===== src/sv/jsm_pkg.sv =====
`default_nettype none
package jsm_pkg;

  localparam int unsigned COUNT_MAX  = 255;
  localparam int unsigned CNT_W      = 8;
  localparam int unsigned PT_BITS    = 16;
  localparam int unsigned ANGLE_BITS = 12;
  localparam int unsigned ETA_W      = 11;
  localparam int unsigned FRAC_W     = 11;
  localparam int unsigned HT_BITS    = 24;
  localparam int unsigned MHT_BITS   = 25;
  localparam int unsigned MAG_BITS   = 24;
  localparam int unsigned EMF_ETA_LIMIT = 260;
  localparam int unsigned CORDIC_STEPS  = 20;
  localparam int unsigned SQRT_STEPS    = 25;
  localparam int unsigned CORDIC_W      = 36;
  localparam int unsigned SQ_W          = 50;
  localparam int unsigned CFG_IDX_W     = 8;
  localparam int unsigned CFG_DATA_W    = 16;
  localparam int unsigned QUEUE_DEPTH   = 2;

  typedef enum logic [CFG_IDX_W-1:0] {
    REG_LOOSE_PT_MIN  = 8'd0,
    REG_TIGHT_PT_MIN  = 8'd1,
    REG_LOOSE_ETA_MAX = 8'd2,
    REG_TIGHT_ETA_MAX = 8'd3,
    REG_BTAG_ETA_MAX  = 8'd4,
    REG_BTAG_THRESH   = 8'd5,
    REG_HPD_FRAC_MAX  = 8'd6,
    REG_EMF_MIN       = 8'd7
  } cfg_reg_e;

  typedef struct packed {
    logic [PT_BITS-1:0]      loose_pt_min;
    logic [PT_BITS-1:0]      tight_pt_min;
    logic [9:0]              loose_eta_max;
    logic [9:0]              tight_eta_max;
    logic [9:0]              btag_eta_max;
    logic signed [10:0]      btag_threshold;
    logic [FRAC_W-1:0]       hpd_fraction_max;
    logic [FRAC_W-1:0]       emf_min;
  } cfg_t;

  // Event summary handed from the front to the back.
  typedef struct packed {
    logic [CNT_W-1:0]             n_loose;
    logic [CNT_W-1:0]             n_tight;
    logic [CNT_W-1:0]             n_btag;
    logic [CNT_W-1:0]             n_bjet;
    logic [HT_BITS-1:0]           ht;
    logic signed [MHT_BITS-1:0]   mx;
    logic signed [MHT_BITS-1:0]   my;
    logic [2:0][ANGLE_BITS-1:0]   phi;
    logic [1:0]                   njets;
  } snap_t;

  typedef enum logic [2:0] {
    B_IDLE,
    B_MUL,
    B_SUM,
    B_ITER,
    B_FIN
  } back_state_e;

  function automatic logic [CNT_W-1:0] sat_inc(input logic [CNT_W-1:0] c);
    return (32'(c) < COUNT_MAX) ? CNT_W'(c + 1'b1) : c;
  endfunction

  // CORDIC arctangent, 2^32 per turn.
  function automatic logic [31:0] atan_turn(input logic [4:0] i);
    logic [31:0] r;
    unique case (i)
      5'd0:  r = 32'h20000000;
      5'd1:  r = 32'h12E4051E;
      5'd2:  r = 32'h09FB385B;
      5'd3:  r = 32'h051111D4;
      5'd4:  r = 32'h028B0D43;
      5'd5:  r = 32'h0145D7E1;
      5'd6:  r = 32'h00A2F61E;
      5'd7:  r = 32'h00517C55;
      5'd8:  r = 32'h0028BE53;
      5'd9:  r = 32'h00145F2F;
      5'd10: r = 32'h000A2F98;
      5'd11: r = 32'h000517CC;
      5'd12: r = 32'h00028BE6;
      5'd13: r = 32'h000145F3;
      5'd14: r = 32'h0000A2FA;
      5'd15: r = 32'h0000517D;
      5'd16: r = 32'h000028BE;
      5'd17: r = 32'h0000145F;
      5'd18: r = 32'h00000A30;
      5'd19: r = 32'h00000518;
      default: r = 32'h0;
    endcase
    return r;
  endfunction

endpackage
`default_nettype wire


===== src/sv/jsm_fifo.sv =====
`default_nettype none
module jsm_fifo (
  input  wire logic      clk_i,
  input  wire logic      rst_ni,
  input  wire logic      push_i,
  input  jsm_pkg::snap_t data_i,
  output logic           full_o,
  input  wire logic      pop_i,
  output logic           valid_o,
  output jsm_pkg::snap_t data_o
);
  import jsm_pkg::*;

  snap_t mem_q [QUEUE_DEPTH];
  logic wr_q, rd_q;
  logic [1:0] cnt_q;

  assign full_o  = (cnt_q == 2'(QUEUE_DEPTH));
  assign valid_o = (cnt_q != 2'd0);
  assign data_o  = mem_q[rd_q];

  always_ff @(posedge clk_i) begin
    if (push_i) mem_q[wr_q] <= data_i;
  end

  always_ff @(posedge clk_i or negedge rst_ni) begin
    if (!rst_ni) begin
      wr_q <= 1'b0; rd_q <= 1'b0; cnt_q <= '0;
    end else begin
      if (push_i) wr_q <= !wr_q;
      if (pop_i) rd_q <= !rd_q;
      cnt_q <= cnt_q + 2'(push_i) - 2'(pop_i);
    end
  end
endmodule
`default_nettype wire


===== config.mk =====
export PLATFORM = sky130hd
export DESIGN_NAME = jsm_fifo
export DESIGN_NICKNAME = d
export VERILOG_FILES = /design/src/sv/jsm_pkg.sv /design/src/sv/jsm_fifo.sv
export SDC_FILE = /design/constraint.sdc
export NUM_CORES = 1
export LEC_CHECK = 0
export ABC_AREA = 1
export BUFFER_PORTS_ARGS = -buffer_cell sky130_fd_sc_hd__clkbuf_2
export CORE_MARGIN = 4
export CORE_UTILIZATION = 51
export CTS_BUF_LIST = sky130_fd_sc_hd__clkbuf_8
export DETAILED_ROUTE_END_ITERATION = 12
export GPL_ROUTABILITY_DRIVEN = 0
export HOLD_SLACK_MARGIN = 0.12
export MAX_ROUTING_LAYER = met4
export PLACE_DENSITY = 0.78
export SYNTH_ARGS = -nofsm -noshare
export SYNTH_HDL_FRONTEND = slang
export SYNTH_SLANG_ARGS = --single-unit

===== constraint.sdc =====
create_clock -name clk_i -period 12.93 [get_ports clk_i]
set_input_delay 0.6465 -clock clk_i [delete_from_list [all_inputs] [get_ports clk_i]]
set_output_delay 0.6465 -clock clk_i [all_outputs]
set_load 0.05 [all_outputs]

# ---- Yosys cells after proc, flatten, opt, wreduce, memory -nomap -nowiden
# Memories as Yosys holds them, arrays and structs flattened.
# Cells that the tools add are included.
dict set report totals {
  input_bits 148
  ramBits 288
  memories 1
  reg_bits 4
  out_inout_bits 146
}
dict set report op_classes {
  eq_ne 1
  n_addsub 2
  n_reduce_logical 3
  n_mux 2
}
# memory depth word_bits rd rd_clocked_by_memory_dff write_ports line_no
set mem_list {}
lappend mem_list {mem_q 2 144 1 0 1 jsm_fifo.sv:14} ;# snap_t mem_q [QUEUE_DEPTH];
# op count
set ops {}
lappend ops {{2-bit by 1-bit adder with 2-bit output} 1}
lappend ops {{2-bit equality test, second input constant} 1}
lappend ops {{1-bit zero test} 2}
lappend ops {{1-bit two-way mux} 2}
lappend ops {{2-bit nonzero test} 1}
lappend ops {{2-bit by 1-bit subtractor with 2-bit output} 1}

# ---- Depth between registers and ports, before layout
dict set report depth {
  depth_word 2
  mapped_depth 7
  ltp_nobuf 7
}

# ---- Worst setup path before layout
# OpenSTA, ideal clock, no wires.
dict set report synth_timing {
  path_kind {input to register}
  start {input port push_i}
  end {memory mem_q[0][0] (netlist bit), enable pin}
  path_slack_ps 5569
  t_arrival_ps 6708
  path_stages 2
  required_time_ps 12277
  path_cell_list {inv_1 -> nor2_1}
}
dict set report synth_between {
  elab_chain_cells 2
}
# item line_no
set synth_rtl {}
lappend synth_rtl {{from (decl)} jsm_fifo.sv:5} ;# input wire logic push_i,
lappend synth_rtl {{1-bit two-way mux} jsm_fifo.sv:23} ;# if (push_i) mem_q[wr_q] <= data_i;
lappend synth_rtl {{1-bit two-way mux (implied by the code)} jsm_fifo.sv:23}
lappend synth_rtl {{to (decl)} jsm_fifo.sv:14}
# No other way between the ends.

==> results.tsv <==
stage	metric	value	unit
critical_path	critical-path cell list	buf_4 > buf_4 > o21ai_0 > clkbuf_2	
critical_path	slowest CP cell	buf_4	
logic_synthesis	xor/xnor cell area share of the yosys netlist	0.00159	
clock_tree	CTS clk-pin slew, worst paths	60	ps
floorplanning	Die Height	155	microns
clock_tree	Clock Tree Buf Depth	3	
logic_synthesis	Main synth FF type	edfxtp_1	
run	Max Cap Viol	0	
sta	Max-slew headroom	0.231	
critical_path	crit-path most repeated cell	buf_4	
clock_tree	CTS H-tree depth	2	
critical_path	CP Capture Type	output port	
critical_path	crit path DAT	3830	ps
grt	pin count of the biggest net entering global routing	125	
logic_synthesis	asr flop ratio synth	0.0137	
routing	via count	6634	
floorplanning	placement row count	53	
critical_path	startpoint types	register	
final_layout	commonest non-fill, non-tap cells in the layout	clkbuf_2 (293), edfxtp_1 (288), inv_1 (163)	
sta	Final Cycle Share	0.346	
sta	final hold vios	0	
sta	transition time of the tightest slew-check pin	1150	ps
sta	RSZ-0062 raised after global routing	no	
routing	post-DR vias/cell	4.76	
routing	wire per inst	15.7	microns
routing	# DRC	0	
sta	Worst Skew	13.5	ps
floorplanning	I/O Pins	294	
logic_synthesis	Distinct cells, synth	14	
logic_synthesis	main combinational cell family by area after synthesis	buffers and inverters	
logic_synthesis	simple-gate share of the synthesized area	0.0525	
logic_synthesis	register bit count reported by yosys	292	
final_layout	fillcell total	1584	
status	status	finished clean	
pwr	pwr dens	268	nW/um^2
floorplanning	DIE WIDTH	155	microns
logic_synthesis	Post-Syn Area	11000	sq um
logic_synthesis	compound-cell area share of the yosys netlist	0.0721	
logic_synthesis	multiplexer share of the synthesized area	0	
pwr	Tot Pwr	3600	uW
clock_tree	CTS tree	yes	
clock_tree	clock sink count	292	
logic_synthesis	Avg Synthesized Cell Area	14.2	sq um
pwr	Peak VDD IR	0.000304	V
grt	Tot GR Track Use	0.183	
clock_tree	TritonCTS Buffers	46	
final_layout	Final nets	1242	
final_layout	Area Growth Syn to Fin	21.8	%
final_layout	layout cells sized above 1	0.335	
grt	vias in the first global route	6612	
routing	DRT iter0 DRCs	379	
logic_synthesis	synthesized-area fraction occupied by adder cells	0.00227	
clock_tree	clock root buffer	clkbuf_8	
floorplanning	Initial Util	0.522	
sta	final setup vio count	0	
sta	Tmin final	4480	ps
logic_synthesis	Synthesized Nets	927	
routing	Post-DRT Antenna Nets	0	
clock_tree	Post CTS Setup Buffer Count	0	
routing	first-pass iteration count of the detailed router	5	
clock_tree	clock latency on the worst-skew pair	530	ps
floorplanning	die area	24100	sq um
critical_path	critical path data required time	12280	ps
placed_design	I/O Buffers	293	
pwr	Pleak	0.00587	uW
logic_synthesis	number of enable flip-flop cells after synthesis	288	
critical_path	worst-path fanout max	124	
worst_hold_path	Hold WC Path Type	in2reg	
grt	initial antenna violation count	1	
routing	final WL	21.9	mm
final_layout	commonest non-fill, non-tap cell in the layout	clkbuf_2	
sta	f_max	223	MHz
grt	global-route wire length before repair	33.4	mm
sta	total negative slack	0	ps
critical_path	CP peak stage delay	970	ps
critical_path	crit path kind	reg2out	
logic_synthesis	Ys Warns	0	
sta	Max Slew Vio Count	0	
logic_synthesis	Synth Instances	777	
logic_synthesis	register area share after synthesis	0.793	
grt	Congestion Overflow GR	0	
placed_design	hpwl dp	14.8	mm
floorplanning	core area	21200	sq um
-- path summary, 6_finish.rpt --
check                                 to         from  cells past startpoint  slack, ps
max                           data_o[33]         rd_q                      4       8450
min                        mem_q[1][108]  data_i[108]                      1        300
max reg2reg                 mem_q[0][22]         wr_q                      3       9900
min reg2reg                         wr_q         wr_q                      1        550
max in group asynchronous           rd_q       rst_ni                      2      12300
min in group asynchronous           wr_q       rst_ni                      2        470
-- logic make-up after synthesis --
family,Yosys count
compound gates,144
buf+inv,183
flops,292
fa+ha+maj,2
simple gates,154
xor+xnor,2
-- cell usage after synthesis, types with 2 or more instances --
cell,n,area [sq um]
o21ai_2,20,175
buf_6,24,270
ha_1,2,25.0
clkbuf_1,7,26.3
dfrtp_1,4,100
o21ai_0,78,390
nand2_1,151,567
inv_1,151,567
xor2_1,2,17.5
edfxtp_1,288,8650
o21ai_1,46,230
nor2_1,2,7.51
-- stage by stage --
| stage | instances | instance area (sq um) | util | worst slack (ps) | hold slack (ps) |
|---|---|---|---|---|---|
| detailed placement | 1318 | 12600 | 0.595 | 8960 | 473 |
| global route | 1395 | 13400 | 0.635 | 8060 | 257 |
| floorplan | 777 | 11000 | - | 5570 | 351 |
| CTS | 1394 | 13400 | 0.635 | 8380 | 256 |
| global placement | 1318 | 12600 | 0.595 | 9060 | 470 |
| finish | 1395 | 13400 | 0.635 | 8450 | 297 |
-- registers in the layout, indices dropped and copies added, names as in the netlist --
signal	cells
mem_q	288
cnt_q	2
rd_q	1
wr_q	1
-- power by group --
| group | switching [uW] | total [uW] | internal, uW |
|---|---|---|---|
| Combinational | 1290 | 1570 | 279 |
| Sequential | 59.1 | 1320 | 1260 |
| Clock | 323 | 708 | 385 |
-- cell type report --
cell class / instances / area, sq um / share of cell area
sequential: 292 / 8750 / 0.651
timing repair buffer: 299 / 1510 / 0.113
multi-input combinational: 302 / 1430 / 0.106
clock buffer: 49 / 674 / 0.0502
inverter: 151 / 572 / 0.0426
tap: 275 / 344 / 0.0256
clock inverter: 26 / 154 / 0.0115
antenna: 1 / 2.50 / 0.000186
-- routing by layer --
layer,vias up,GRT usage,wire length [microns]
met1,3050,0.204,8060
met2,266,0.310,11200
met3,50,0.0570,1920
met5,-,-,0
met4,0,0.0702,663
li1,3268,-,-
-- worst max-delay path: cells and delay by family (launching register included) --
family,cells,cell delay [ps]
compound gates,1,310
flops,1,690
buf+inv,3,2180
-- repair_timing --
item,CTS,global route
hold buffers,1,0
gates resized for setup,0,0
endpoints found under the hold margin,4,0
Note: power is estimated with default switching activity, not from simulation.
