$ cat src/sv/jsm_pkg.sv
`default_nettype none
package jsm_pkg;

  localparam int unsigned COUNT_MAX  = 255;
  localparam int unsigned CNT_W      = 8;
  localparam int unsigned PT_BITS    = 16;
  localparam int unsigned ANGLE_BITS = 12;
  localparam int unsigned ETA_W      = 11;
  localparam int unsigned FRAC_W     = 11;
  localparam int unsigned HT_BITS    = 24;
  localparam int unsigned MHT_BITS   = 25;
  localparam int unsigned MAG_BITS   = 24;
  localparam int unsigned EMF_ETA_LIMIT = 260;
  localparam int unsigned CORDIC_STEPS  = 20;
  localparam int unsigned SQRT_STEPS    = 25;
  localparam int unsigned CORDIC_W      = 36;
  localparam int unsigned SQ_W          = 50;
  localparam int unsigned CFG_IDX_W     = 8;
  localparam int unsigned CFG_DATA_W    = 16;
  localparam int unsigned QUEUE_DEPTH   = 2;

  typedef enum logic [CFG_IDX_W-1:0] {
    REG_LOOSE_PT_MIN  = 8'd0,
    REG_TIGHT_PT_MIN  = 8'd1,
    REG_LOOSE_ETA_MAX = 8'd2,
    REG_TIGHT_ETA_MAX = 8'd3,
    REG_BTAG_ETA_MAX  = 8'd4,
    REG_BTAG_THRESH   = 8'd5,
    REG_HPD_FRAC_MAX  = 8'd6,
    REG_EMF_MIN       = 8'd7
  } cfg_reg_e;

  typedef struct packed {
    logic [PT_BITS-1:0]      loose_pt_min;
    logic [PT_BITS-1:0]      tight_pt_min;
    logic [9:0]              loose_eta_max;
    logic [9:0]              tight_eta_max;
    logic [9:0]              btag_eta_max;
    logic signed [10:0]      btag_threshold;
    logic [FRAC_W-1:0]       hpd_fraction_max;
    logic [FRAC_W-1:0]       emf_min;
  } cfg_t;

  // Event summary handed from the front to the back.
  typedef struct packed {
    logic [CNT_W-1:0]             n_loose;
    logic [CNT_W-1:0]             n_tight;
    logic [CNT_W-1:0]             n_btag;
    logic [CNT_W-1:0]             n_bjet;
    logic [HT_BITS-1:0]           ht;
    logic signed [MHT_BITS-1:0]   mx;
    logic signed [MHT_BITS-1:0]   my;
    logic [2:0][ANGLE_BITS-1:0]   phi;
    logic [1:0]                   njets;
  } snap_t;

  typedef enum logic [2:0] {
    B_IDLE,
    B_MUL,
    B_SUM,
    B_ITER,
    B_FIN
  } back_state_e;

  function automatic logic [CNT_W-1:0] sat_inc(input logic [CNT_W-1:0] c);
    return (32'(c) < COUNT_MAX) ? CNT_W'(c + 1'b1) : c;
  endfunction

  // CORDIC arctangent, 2^32 per turn.
  function automatic logic [31:0] atan_turn(input logic [4:0] i);
    logic [31:0] r;
    unique case (i)
      5'd0:  r = 32'h20000000;
      5'd1:  r = 32'h12E4051E;
      5'd2:  r = 32'h09FB385B;
      5'd3:  r = 32'h051111D4;
      5'd4:  r = 32'h028B0D43;
      5'd5:  r = 32'h0145D7E1;
      5'd6:  r = 32'h00A2F61E;
      5'd7:  r = 32'h00517C55;
      5'd8:  r = 32'h0028BE53;
      5'd9:  r = 32'h00145F2F;
      5'd10: r = 32'h000A2F98;
      5'd11: r = 32'h000517CC;
      5'd12: r = 32'h00028BE6;
      5'd13: r = 32'h000145F3;
      5'd14: r = 32'h0000A2FA;
      5'd15: r = 32'h0000517D;
      5'd16: r = 32'h000028BE;
      5'd17: r = 32'h0000145F;
      5'd18: r = 32'h00000A30;
      5'd19: r = 32'h00000518;
      default: r = 32'h0;
    endcase
    return r;
  endfunction

endpackage
`default_nettype wire

$ cat src/sv/jsm_if.sv
`default_nettype none


interface jsm_res_if;
  import jsm_pkg::*;
  logic                  valid;
  logic                  ready;
  logic [CNT_W-1:0]      n_loose;
  logic [CNT_W-1:0]      n_tight;
  logic [CNT_W-1:0]      n_btag;
  logic [CNT_W-1:0]      n_bjet;
  logic [HT_BITS-1:0]    ht_sum;
  logic [MAG_BITS-1:0]   mht_mag;
  logic [ANGLE_BITS-1:0] min_dphi;
  logic                  dphi_valid;
  modport source (output valid, n_loose, n_tight, n_btag, n_bjet, ht_sum, mht_mag,
                  min_dphi, dphi_valid, input ready);
  modport sink (input valid, n_loose, n_tight, n_btag, n_bjet, ht_sum, mht_mag,
                min_dphi, dphi_valid, output ready);
endinterface

`default_nettype wire

$ cat src/sv/jsm_back.sv
`default_nettype none
module jsm_back (
  input  wire logic      clk_i,
  input  wire logic      rst_ni,
  input  wire logic      valid_i,
  input  jsm_pkg::snap_t snap_i,
  output logic           pop_o,
  jsm_res_if.source      res_o
);
  import jsm_pkg::*;

  back_state_e state_q, state_d;
  snap_t snap_q;
  logic [4:0] step_q, step_d;
  logic signed [2*MHT_BITS-1:0] sqx_q, sqy_q;
  logic [SQ_W-1:0] rem_q, rem_d, res_q, res_d, bit_q, bit_d;
  logic signed [CORDIC_W-1:0] x_q, x_d, y_q, y_d, dx, dy, x0, y0;
  logic [31:0] a_q, a_d;
  logic zero_q;
  logic out_v_q, out_v_d;
  logic load_out;
  logic [SQ_W-1:0] trial, mag_r;
  logic [MAG_BITS-1:0] mag_o;
  logic [ANGLE_BITS-1:0] best;
  logic [31:0] mang, d;
  logic [ANGLE_BITS:0] code;
  logic [ANGLE_BITS-1:0] best_d_q;
  logic dval_q;
  logic [MAG_BITS-1:0] mag_q;

  // Entry values: scale by 256; the idle state folds a negative x by half a turn.
  always_comb begin
    x0 = CORDIC_W'(snap_i.mx) <<< 8;
    y0 = CORDIC_W'(snap_i.my) <<< 8;
  end

  always_comb begin
    state_d = state_q; step_d = step_q;
    rem_d = rem_q; res_d = res_q; bit_d = bit_q;
    x_d = x_q; y_d = y_q; a_d = a_q;
    pop_o = 1'b0; load_out = 1'b0;
    out_v_d = out_v_q && !res_o.ready;
    dx = y_q >>> step_q;
    dy = x_q >>> step_q;
    trial = res_q + bit_q;
    unique case (state_q)
      B_IDLE: begin
        if (valid_i) begin
          pop_o = 1'b1;
          state_d = B_MUL;
          if (x0 < 0) begin
            x_d = -x0; y_d = -y0; a_d = 32'h80000000;
          end else begin
            x_d = x0; y_d = y0; a_d = '0;
          end
        end
      end
      B_MUL: state_d = B_SUM;
      B_SUM: begin
        rem_d = SQ_W'(sqx_q) + SQ_W'(sqy_q);
        res_d = '0;
        bit_d = SQ_W'(1) << (2*(SQRT_STEPS-1));
        step_d = '0;
        state_d = B_ITER;
      end
      B_ITER: begin
        if (rem_q >= trial) begin
          rem_d = rem_q - trial;
          res_d = (res_q >> 1) + bit_q;
        end else begin
          res_d = res_q >> 1;
        end
        bit_d = bit_q >> 2;
        if (32'(step_q) < CORDIC_STEPS) begin
          if (y_q > 0) begin
            x_d = x_q + dx; y_d = y_q - dy; a_d = a_q + atan_turn(step_q);
          end else begin
            x_d = x_q - dx; y_d = y_q + dy; a_d = a_q - atan_turn(step_q);
          end
        end
        step_d = step_q + 5'd1;
        if (32'(step_q) == SQRT_STEPS - 1) state_d = B_FIN;
      end
      B_FIN: begin
        if (!out_v_q || res_o.ready) begin
          load_out = 1'b1;
          out_v_d = 1'b1;
          state_d = B_IDLE;
        end
      end
      default: state_d = B_IDLE;
    endcase
  end

  // Magnitude rounding and the folded angle to each leading jet.
  always_comb begin
    mag_r = (rem_q > res_q) ? res_q + SQ_W'(1) : res_q;
    mag_o = (mag_r > SQ_W'({MAG_BITS{1'b1}})) ? {MAG_BITS{1'b1}} : mag_r[MAG_BITS-1:0];
    mang = zero_q ? 32'h0 : a_q;
    best = '0;
    d = '0;
    code = '0;
    for (int i = 0; i < 3; i++) begin
      d = {snap_q.phi[i], {(32-ANGLE_BITS){1'b0}}} - mang;
      if (d > 32'h80000000) d = -d;
      code = (ANGLE_BITS+1)'((33'(d) + 33'(1 << (31-ANGLE_BITS))) >> (32-ANGLE_BITS));
      if (2'(i) < snap_q.njets) begin
        if (i == 0 || code[ANGLE_BITS-1:0] < best) best = code[ANGLE_BITS-1:0];
      end
    end
  end

  always_ff @(posedge clk_i) begin
    if (pop_o) begin
      snap_q <= snap_i;
      zero_q <= (snap_i.mx == '0) && (snap_i.my == '0);
    end
    if (state_q == B_MUL) begin
      sqx_q <= snap_q.mx * snap_q.mx;
      sqy_q <= snap_q.my * snap_q.my;
    end
    rem_q <= rem_d; res_q <= res_d; bit_q <= bit_d;
    x_q <= x_d; y_q <= y_d; a_q <= a_d;
    if (load_out) begin
      mag_q <= mag_o;
      best_d_q <= best;
      dval_q <= (snap_q.njets != 2'd0);
    end
  end

  always_ff @(posedge clk_i or negedge rst_ni) begin
    if (!rst_ni) begin
      state_q <= B_IDLE; step_q <= '0; out_v_q <= 1'b0;
    end else begin
      state_q <= state_d; step_q <= step_d; out_v_q <= out_v_d;
    end
  end

  // The summary register keeps its own copy of the counts.
  snap_t out_snap_q;
  always_ff @(posedge clk_i) begin
    if (load_out) out_snap_q <= snap_q;
  end

  assign res_o.valid      = out_v_q;
  assign res_o.n_loose    = out_snap_q.n_loose;
  assign res_o.n_tight    = out_snap_q.n_tight;
  assign res_o.n_btag     = out_snap_q.n_btag;
  assign res_o.n_bjet     = out_snap_q.n_bjet;
  assign res_o.ht_sum     = out_snap_q.ht;
  assign res_o.mht_mag    = mag_q;
  assign res_o.min_dphi   = best_d_q;
  assign res_o.dphi_valid = dval_q;
endmodule
`default_nettype wire

$ cat src/flat_wrapper.sv
// flat-port wrapper written by rule: the top's interface ports become plain ports
module jsm_back_flat import jsm_pkg::*;
  (clk_i, rst_ni, valid_i, snap_i, pop_o, res_o_valid, res_o_n_loose, res_o_n_tight, res_o_n_btag, res_o_n_bjet, res_o_ht_sum, res_o_mht_mag, res_o_min_dphi, res_o_dphi_valid, res_o_ready);
  jsm_res_if res_o_i ();
  input  wire logic clk_i;
  input  wire logic rst_ni;
  input  wire logic valid_i;
  input  jsm_pkg::snap_t snap_i;
  output logic pop_o;
  output wire logic [$bits(res_o_i.valid)-1:0] res_o_valid;
  output wire logic [$bits(res_o_i.n_loose)-1:0] res_o_n_loose;
  output wire logic [$bits(res_o_i.n_tight)-1:0] res_o_n_tight;
  output wire logic [$bits(res_o_i.n_btag)-1:0] res_o_n_btag;
  output wire logic [$bits(res_o_i.n_bjet)-1:0] res_o_n_bjet;
  output wire logic [$bits(res_o_i.ht_sum)-1:0] res_o_ht_sum;
  output wire logic [$bits(res_o_i.mht_mag)-1:0] res_o_mht_mag;
  output wire logic [$bits(res_o_i.min_dphi)-1:0] res_o_min_dphi;
  output wire logic [$bits(res_o_i.dphi_valid)-1:0] res_o_dphi_valid;
  input wire logic [$bits(res_o_i.ready)-1:0] res_o_ready;
  assign res_o_valid = res_o_i.valid;
  assign res_o_n_loose = res_o_i.n_loose;
  assign res_o_n_tight = res_o_i.n_tight;
  assign res_o_n_btag = res_o_i.n_btag;
  assign res_o_n_bjet = res_o_i.n_bjet;
  assign res_o_ht_sum = res_o_i.ht_sum;
  assign res_o_mht_mag = res_o_i.mht_mag;
  assign res_o_min_dphi = res_o_i.min_dphi;
  assign res_o_dphi_valid = res_o_i.dphi_valid;
  assign res_o_i.ready = res_o_ready;
  jsm_back u_core (.clk_i(clk_i), .rst_ni(rst_ni), .valid_i(valid_i), .snap_i(snap_i), .pop_o(pop_o), .res_o(res_o_i));
endmodule
$ cat config.mk
export PLATFORM = sky130hd
export DESIGN_NAME = jsm_back_flat
export DESIGN_NICKNAME = d
export VERILOG_FILES = /design/src/sv/jsm_pkg.sv /design/src/sv/jsm_if.sv /design/src/sv/jsm_back.sv /design/src/flat_wrapper.sv
export SDC_FILE = /design/constraint.sdc
export NUM_CORES = 2
export LEC_CHECK = 0
export BUFFER_PORTS_ARGS = -buffer_cell sky130_fd_sc_hd__buf_2
export CAP_MARGIN = 15
export CORE_UTILIZATION = 60
export DETAILED_ROUTE_END_ITERATION = 16
export GPL_TIMING_DRIVEN = 0
export PLACE_DENSITY = 0.84
export SLEW_MARGIN = 5
export SYNTH_ARGS = -nofsm -noshare
export SYNTH_HDL_FRONTEND = slang
export SYNTH_SLANG_ARGS = --single-unit
$ cat constraint.sdc
create_clock -name clk_i -period 47.3 [get_ports clk_i]
set_clock_uncertainty 0.05 [all_clocks]
set_input_delay 0 -clock clk_i [delete_from_list [all_inputs] [get_ports clk_i]]
set_output_delay 0 -clock clk_i [all_outputs]
set_load 0.005 [all_outputs]
==> After elaboration in Yosys (flattened, before gate mapping) <==
Memories as Yosys holds them, arrays and structs flattened.
Cells that the tools add are included.
{ "classes": {"n_lt_le_gt_ge": 14, "multipliers": 2, "n_shift": 2, "add_sub_neg": 23, "eq_ne": 10, "n_reduce_logical": 14, "mux": 47} }
{ "op_table": {"columns": ["cell", "n"], "rows": [
  ["32-bit two-way mux", 14],
  ["50-bit case mux with 2 select lines", 3],
  ["36-bit two-way mux", 8],
  ["50-bit two-way mux", 3],
  ["36-bit case mux with 2 select lines", 2],
  ["32-bit subtractor", 4],
  ["50-bit adder", 2],
  ["25-bit by 25-bit multiplier with 50-bit output", 2],
  ["32-bit by 20-bit adder with 32-bit output, second input constant", 3],
  ["32-bit greater-than comparator, second input constant", 3],
  ["32-bit negation", 3],
  ["36-bit adder", 2],
  ["33-bit negation with 36-bit output", 2],
  ["36-bit by 5-bit >>> shifter with 36-bit output", 2],
  ["36-bit subtractor", 2],
  ["32-bit case mux with 2 select lines", 1],
  ["12-bit two-way mux", 5],
  ["49-bit by 50-bit adder with 50-bit output", 1],
  ["50-bit by 1-bit adder with 50-bit output, second input constant", 1],
  ["50-bit >= comparator", 1],
  ["50-bit by 24-bit greater-than comparator with 1-bit output, second input constant", 1],
  ["50-bit greater-than comparator", 1],
  ["25-bit logical NOT", 2],
  ["50-bit subtractor", 1],
  ["other kinds (25)", 43]
]} }
{ "totals": {"output_inout_bits": 95, "mem_bits_ro": 1920, "input_bits": 148, "register_bits": 601, "wordCells": 145, "mem_count": 2} }
{ "mem_list": {"columns": ["memory", "depth", "word_bits", "read_ports", "rd_clocked_by_memory_dff", "wr", "line_no", "rtl"], "rows": [
  ["(name not given)", 32, 30, 1, 0, 0, "jsm_pkg.sv:72", "unique case (i)"],
  ["(name not given)", 32, 30, 1, 0, 0, "jsm_pkg.sv:72", null]
]} }

==> Logic depth before layout (Yosys ltp) <==
{ "logic_depth": {"ltp_word": 12, "depth_mapped": 41, "mapped_depth_nobuf": 36} }

==> Worst setup path after synthesis <==
Ideal clock, no wire load.
{ "synth_path": {"kind": "flip-flop to flip-flop", "start": "register u_core.state_q[0]", "end": "register u_core.a_q[0], enable pin", "path_stages_with_launch": 4, "arrival_ps": 17915, "required_ps": 46789, "setup_time_ps": 461, "period_less_slack_ps": 18426, "slack_ps": 28874, "n_path_buf": 1, "cell_sequence": "dfrtp_1 > clkbuf_1 > nor4b_1 > a21o_1"} }
{ "synth_via": {"elab_chain_cells": 3, "word_cells_on_any_way": 6, "classes_between": "3 x eq/ne; 3 x reduce/logical"} }
{ "synth_rtl": {"columns": ["item", "line_no", "rtl"], "rows": [
  ["from (decl)", "jsm_back.sv:12", "back_state_e state_q, state_d;"],
  ["from (signal assigned)", "jsm_back.sv:135", "state_q <= state_d; step_q <= step_d; out_v_q <= out_v_d;"],
  ["3-bit by 2-bit equality test with 1-bit output or 3-bit logical NOT (tied branches)", "jsm_back.sv:46", "unique case (state_q)"],
  ["2-bit by 1-bit inequality test with 1-bit output (no line) (tied with other cells)", null, null],
  ["3-bit AND reduction (no line) *", null, null],
  ["to (signal assigned)", "jsm_back.sv:123", "x_q <= x_d; y_q <= y_d; a_q <= a_d;"],
  ["to (decl)", "jsm_back.sv:18", "logic [31:0] a_q, a_d;"]
]} }
Every way passes the cells marked *; elsewhere a longest branch is shown, timed or not.
A chain may end at the register's enable or synchronous reset.

==> Worst setup path after layout <==
{ "layout_path": {"start": "register u_core.zero_q", "end": "register u_core.best_d_q[4] (netlist: u_core.res_o.min_dphi[4]) (data pin)"} }
{ "layout_via": {"elab_chain_cells": 12, "word_cells_on_any_way": 23, "classes_between": "9 x add/sub; 5 x order compare; 9 x mux"} }
{ "layout_rtl": {"columns": ["item", "line_no", "rtl"], "rows": [
  ["from (decl)", "jsm_back.sv:19", "logic zero_q;"],
  ["from (signal assigned)", "jsm_back.sv:116", "zero_q <= (snap_i.mx == '0) && (snap_i.my == '0);"],
  ["32-bit two-way mux *", "jsm_back.sv:99", "mang = zero_q ? 32'h0 : a_q;"],
  ["32-bit subtractor", "jsm_back.sv:104", "d = {snap_q.phi[i], {(32-ANGLE_BITS){1'b0}}} - mang;"],
  ["32-bit negation or 32-bit greater-than comparator (tied branches)", "jsm_back.sv:105", "if (d > 32'h80000000) d = -d;"],
  ["32-bit two-way mux", "jsm_back.sv:105", null],
  ["32-bit by 20-bit adder with 32-bit output", "jsm_back.sv:106", "code = (ANGLE_BITS+1)'((33'(d) + 33'(1 << (31-ANGLE_BITS))) >> (32-ANGLE_BITS));"],
  ["12-bit two-way mux", "jsm_back.sv:107", "if (2'(i) < snap_q.njets) begin"],
  ["12-bit < comparator", "jsm_back.sv:108", "if (i == 0 || code[ANGLE_BITS-1:0] < best) best = code[ANGLE_BITS-1:0];"],
  ["12-bit two-way mux", "jsm_back.sv:108", null],
  ["12-bit two-way mux", "jsm_back.sv:107", null],
  ["12-bit < comparator", "jsm_back.sv:108", null],
  ["12-bit two-way mux", "jsm_back.sv:108", null],
  ["12-bit two-way mux *", "jsm_back.sv:107", null],
  ["net u_core.best[4]", "jsm_back.sv:24", "logic [ANGLE_BITS-1:0] best;"],
  ["to (signal assigned)", "jsm_back.sv:126", "best_d_q <= best;"],
  ["to (decl)", "jsm_back.sv:27", "logic [ANGLE_BITS-1:0] best_d_q;"]
]} }
Mark *: on every way through the listed nets, which the timed path passes. The rest lies on a longest branch.

==> impl_metrics.yaml <==
global_route:
  grt_pass1_wl_um: 448500
  use_met3_pct: 8.409
  grt_start_max_net_pins: 69
  top_usage_layer: "met2"
  antenna_found_initial: 22
  grt_pass1_vias: 76846
  grt_util_all_layers_pct: 40.21
  use_met1_pct: 48.65
  grt.overflow.total: 0
  grt.met2_usage_pct: 64.79
logic_synthesis:
  synth_seq_cells: 574
  async_flop_share_pct: 1.568
  synth_edf_count: 565
  synth_flop_cell: "edfxtp_1"
  synth_top_area_share_pct: 27.89
  ys_types: 93
  yosysWarnings: 0
  yosysTopAreaCell: "fa_1"
  syn_nets: 11142
  syn_inst: 9103
  avgSynthCellArea_sq_um: 9.643
  yosysSeqAreaShare_pct: 19.59
  synth_area_leaders: "fa_1, edfxtp_1, ha_1"
  syn_area_sq_um: 87780
critical_path:
  cp_max_fo: 10
  crit_slowest_cell: "nor4_1"
  cpPeakStageDelay_ns: 0.72
  crit_family: "compound AO/OA/AOI/OAI gates"
  start_kind: "flop"
  crit_arrival_ns: 12.04
  critPathRequiredTime_ns: 47.69
  cp_num_buf_inv: 7
  critPathKind: "flop to flop"
  endpoint_kind: "flop"
power_and_ir_drop:
  p_int_w: 0.003350
  combPwrFrac_pct: 75.3
  powerDensity_nw_per_um2: 71.97
  p_clk_share_pct: 8.8
  leakage_nw: 43.70
  peakVddDrop_mv: 0.09179
  finalPower_w: 0.006975
  switching_power_w: 0.003626
  seq_power_share_pct: 15.9
  p_sw_share_pct: 51.98
cts:
  path_clk_slew_ns: 0.06
  cts_tree: "yes"
  insertion_delay_ns: 0.72
  root_buffer: "clkbuf_16"
  cts_max_level: 3
  cts_resized: 0
  cts_sinks: 574
  cts_buffer_depth: 3
  cts_made_buffers: 73
sta:
  post-route-min-period_ns: 11.65
  tightest_slew_ns: 1.264
  finalMaxSlewViolations: 0
  finalSetupViolCount: 0
  post-route-period-util_pct: 24.63
  rsz0062_at_grt: "false"
  setup_tns_ns: 0
  fmax_mhz: 85.83
  max_slew_margin_pct: 15.74
  finalHoldViolations: 0
drt:
  vias_per_cell: 6.389
  wl_per_cell_um: 25.41
  vias: 74649
  wl_um: 296900
  antenna_left: 0
  first_pass_iters: 9
  drtIter0Drc: 8277
  post-route-drc-count: 0
place:
  post_dp_cell_area_sq_um: 91830
  post-dp-hpwl_um: 235500
  port_buffers: 242
  place_congestion: 1.049
final_layout:
  fin_area_sq_um: 96920
  layout-drive-gt1-share_pct: 6.935
  areaGrowthSynthToFinish_pct: 10.41
  post-route-util_pct: 67.14
  fin_nets: 11741
floorplanning:
  ios: 243
  dieArea_sq_um: 147800
  die_h_um: 384.5
  die_x_um: 384.5
  rows: 139
  initial_core_util_pct: 60.81
  coreArea_sq_um: 144400
worst_hold_path:
  hold_path.class: "input pin to flop"
status:
  outcome: "complete, no violations"
job:
  cap_viol_max_count: 0
==> path summary, 6_finish.rpt <==
| check | startpoint | to | slack (ns) | cells after the start |
|---|---|---|---|---|
| min in group asynchronous | rst_ni | u_core.step_q[2] | 0.33 | 3 |
| min reg2reg | u_core.snap_q[134] | u_core.res_o.n_tight[6] | 0.36 | 0 |
| max reg2reg | u_core.zero_q | u_core.res_o.min_dphi[4] | 35.65 | 39 |
| min | snap_i[9] | u_core.snap_q[9] | 0.03 | 2 |
| max in group asynchronous | rst_ni | u_core.step_q[3] | 46.47 | 3 |
| max | u_core.zero_q | u_core.res_o.min_dphi[4] | 35.65 | 39 |
==> sequential cells by signal, summed over array words and instances (netlist names), 12 cells and up <==
| name | flops |
|---|---|
| u_core.res_o.mht_mag | 24 |
| u_core.x_q | 36 |
| u_core.res_o.min_dphi | 12 |
| u_core.sqx_q | 49 |
| u_core.bit_q | 25 |
| u_core.res_q | 50 |
| u_core.snap_q | 144 |
| u_core.sqy_q | 49 |
| u_core.y_q | 36 |
| u_core.rem_q | 50 |
| u_core.res_o.ht_sum | 24 |
| u_core.a_q | 32 |
==> timing repair <==
action / in CTS / in global routing
buffers inserted: 0 / 0
hold buffers: 241 / 0
hold endpoints to repair: 219 / 0
setup endpoints to repair: 0 / 0
==> layer usage <==
layer  vias up  share of wire [%]
li1      31894                  -
met2      4824                 46
met4        16                8.2
met1     36533                 35
met5         -              0.033
met3      1382                 10
==> final cells by class <==
class	instances	area (sq um)
Buffer	325	1259
Inverter	1394	5233
Timing Repair Buffer	524	4065
Multi-Input combinational cell	6810	64140
Fill cell	11082	47430
Tap cell	1903	2381
Clock buffer	79	1849
Sequential cell	574	17190
Antenna cell	19	47.55
Clock inverter	56	750.7
==> power by group through the flow <==
stage / clock network [W] / logic, W / registers, W
after CTS: 0.000609 / 0.00508 / 0.00109
after global placement: 0 / 0.00484 / 0.00112
after floorplan: 0 / 0.00369 / 0.00104
final: 0.000610 / 0.00526 / 0.00111
after detailed placement: 0 / 0.00502 / 0.00110
after global routing: 0.000631 / 0.00565 / 0.00111
==> stage by stage <==
step | setup WS, ns | hold slack (ns) | cells
after floorplan | 28.87 | -0.3456 | 9103
after global placement | 18.63 | -0.1573 | 11248
after detailed placement | 36.08 | -0.1553 | 11287
after CTS | 36.05 | 0.001415 | 11663
after global routing | 35.11 | 0.02488 | 11666
final | 35.65 | 0.02703 | 11684
==> Yosys cell counts (all sizes together) (55+ instances only) <==
cell type / n
nand2: 771
a21oi: 478
xnor2: 390
clkbuf: 286
and2: 309
nor3: 113
nand4: 67
nor2: 528
and3: 106
a21o: 212
nor2b: 75
o21a: 58
a31oi: 90
a211oi: 77
o21bai: 55
mux4: 89
mux2i: 70
or3: 58
xor2: 217
o21ai: 331
fa: 1223
inv: 1385
nand2b: 95
edfxtp: 565
ha: 668
nand3: 152
==> layout by cell type (no fill, tap or decap), types with 110 or more instances in the layout <==
cell type,n
inv_1,1384
fa_1,1222
nand2_1,771
ha_1,668
edfxtp_1,565
nor2_1,528
a21oi_1,476
xnor2_1,390
o21ai_0,329
and2_1,307
clkbuf_1,291
buf_2,265
dlygate4sd3_1,241
xor2_1,217
a21o_1,211
nand3_1,152
nor3_1,110
==> kinds of logic (layout without fill, tap and decap cells) <==
logic type	after synthesis	count (layout)	synth area share, %
flip-flops	574	574	19.59
AND/OR/NAND/NOR	2450	2450	13.63
buffers and inverters	1719	2378	7.391
adder cells (fa/ha/maj)	1891	1891	37.41
AO/OA/AOI/OAI	1649	1649	12.15
other	0	19	0
XOR/XNOR	607	607	6.057
multiplexers	213	213	3.774
(Power assumes the default switching activity.)
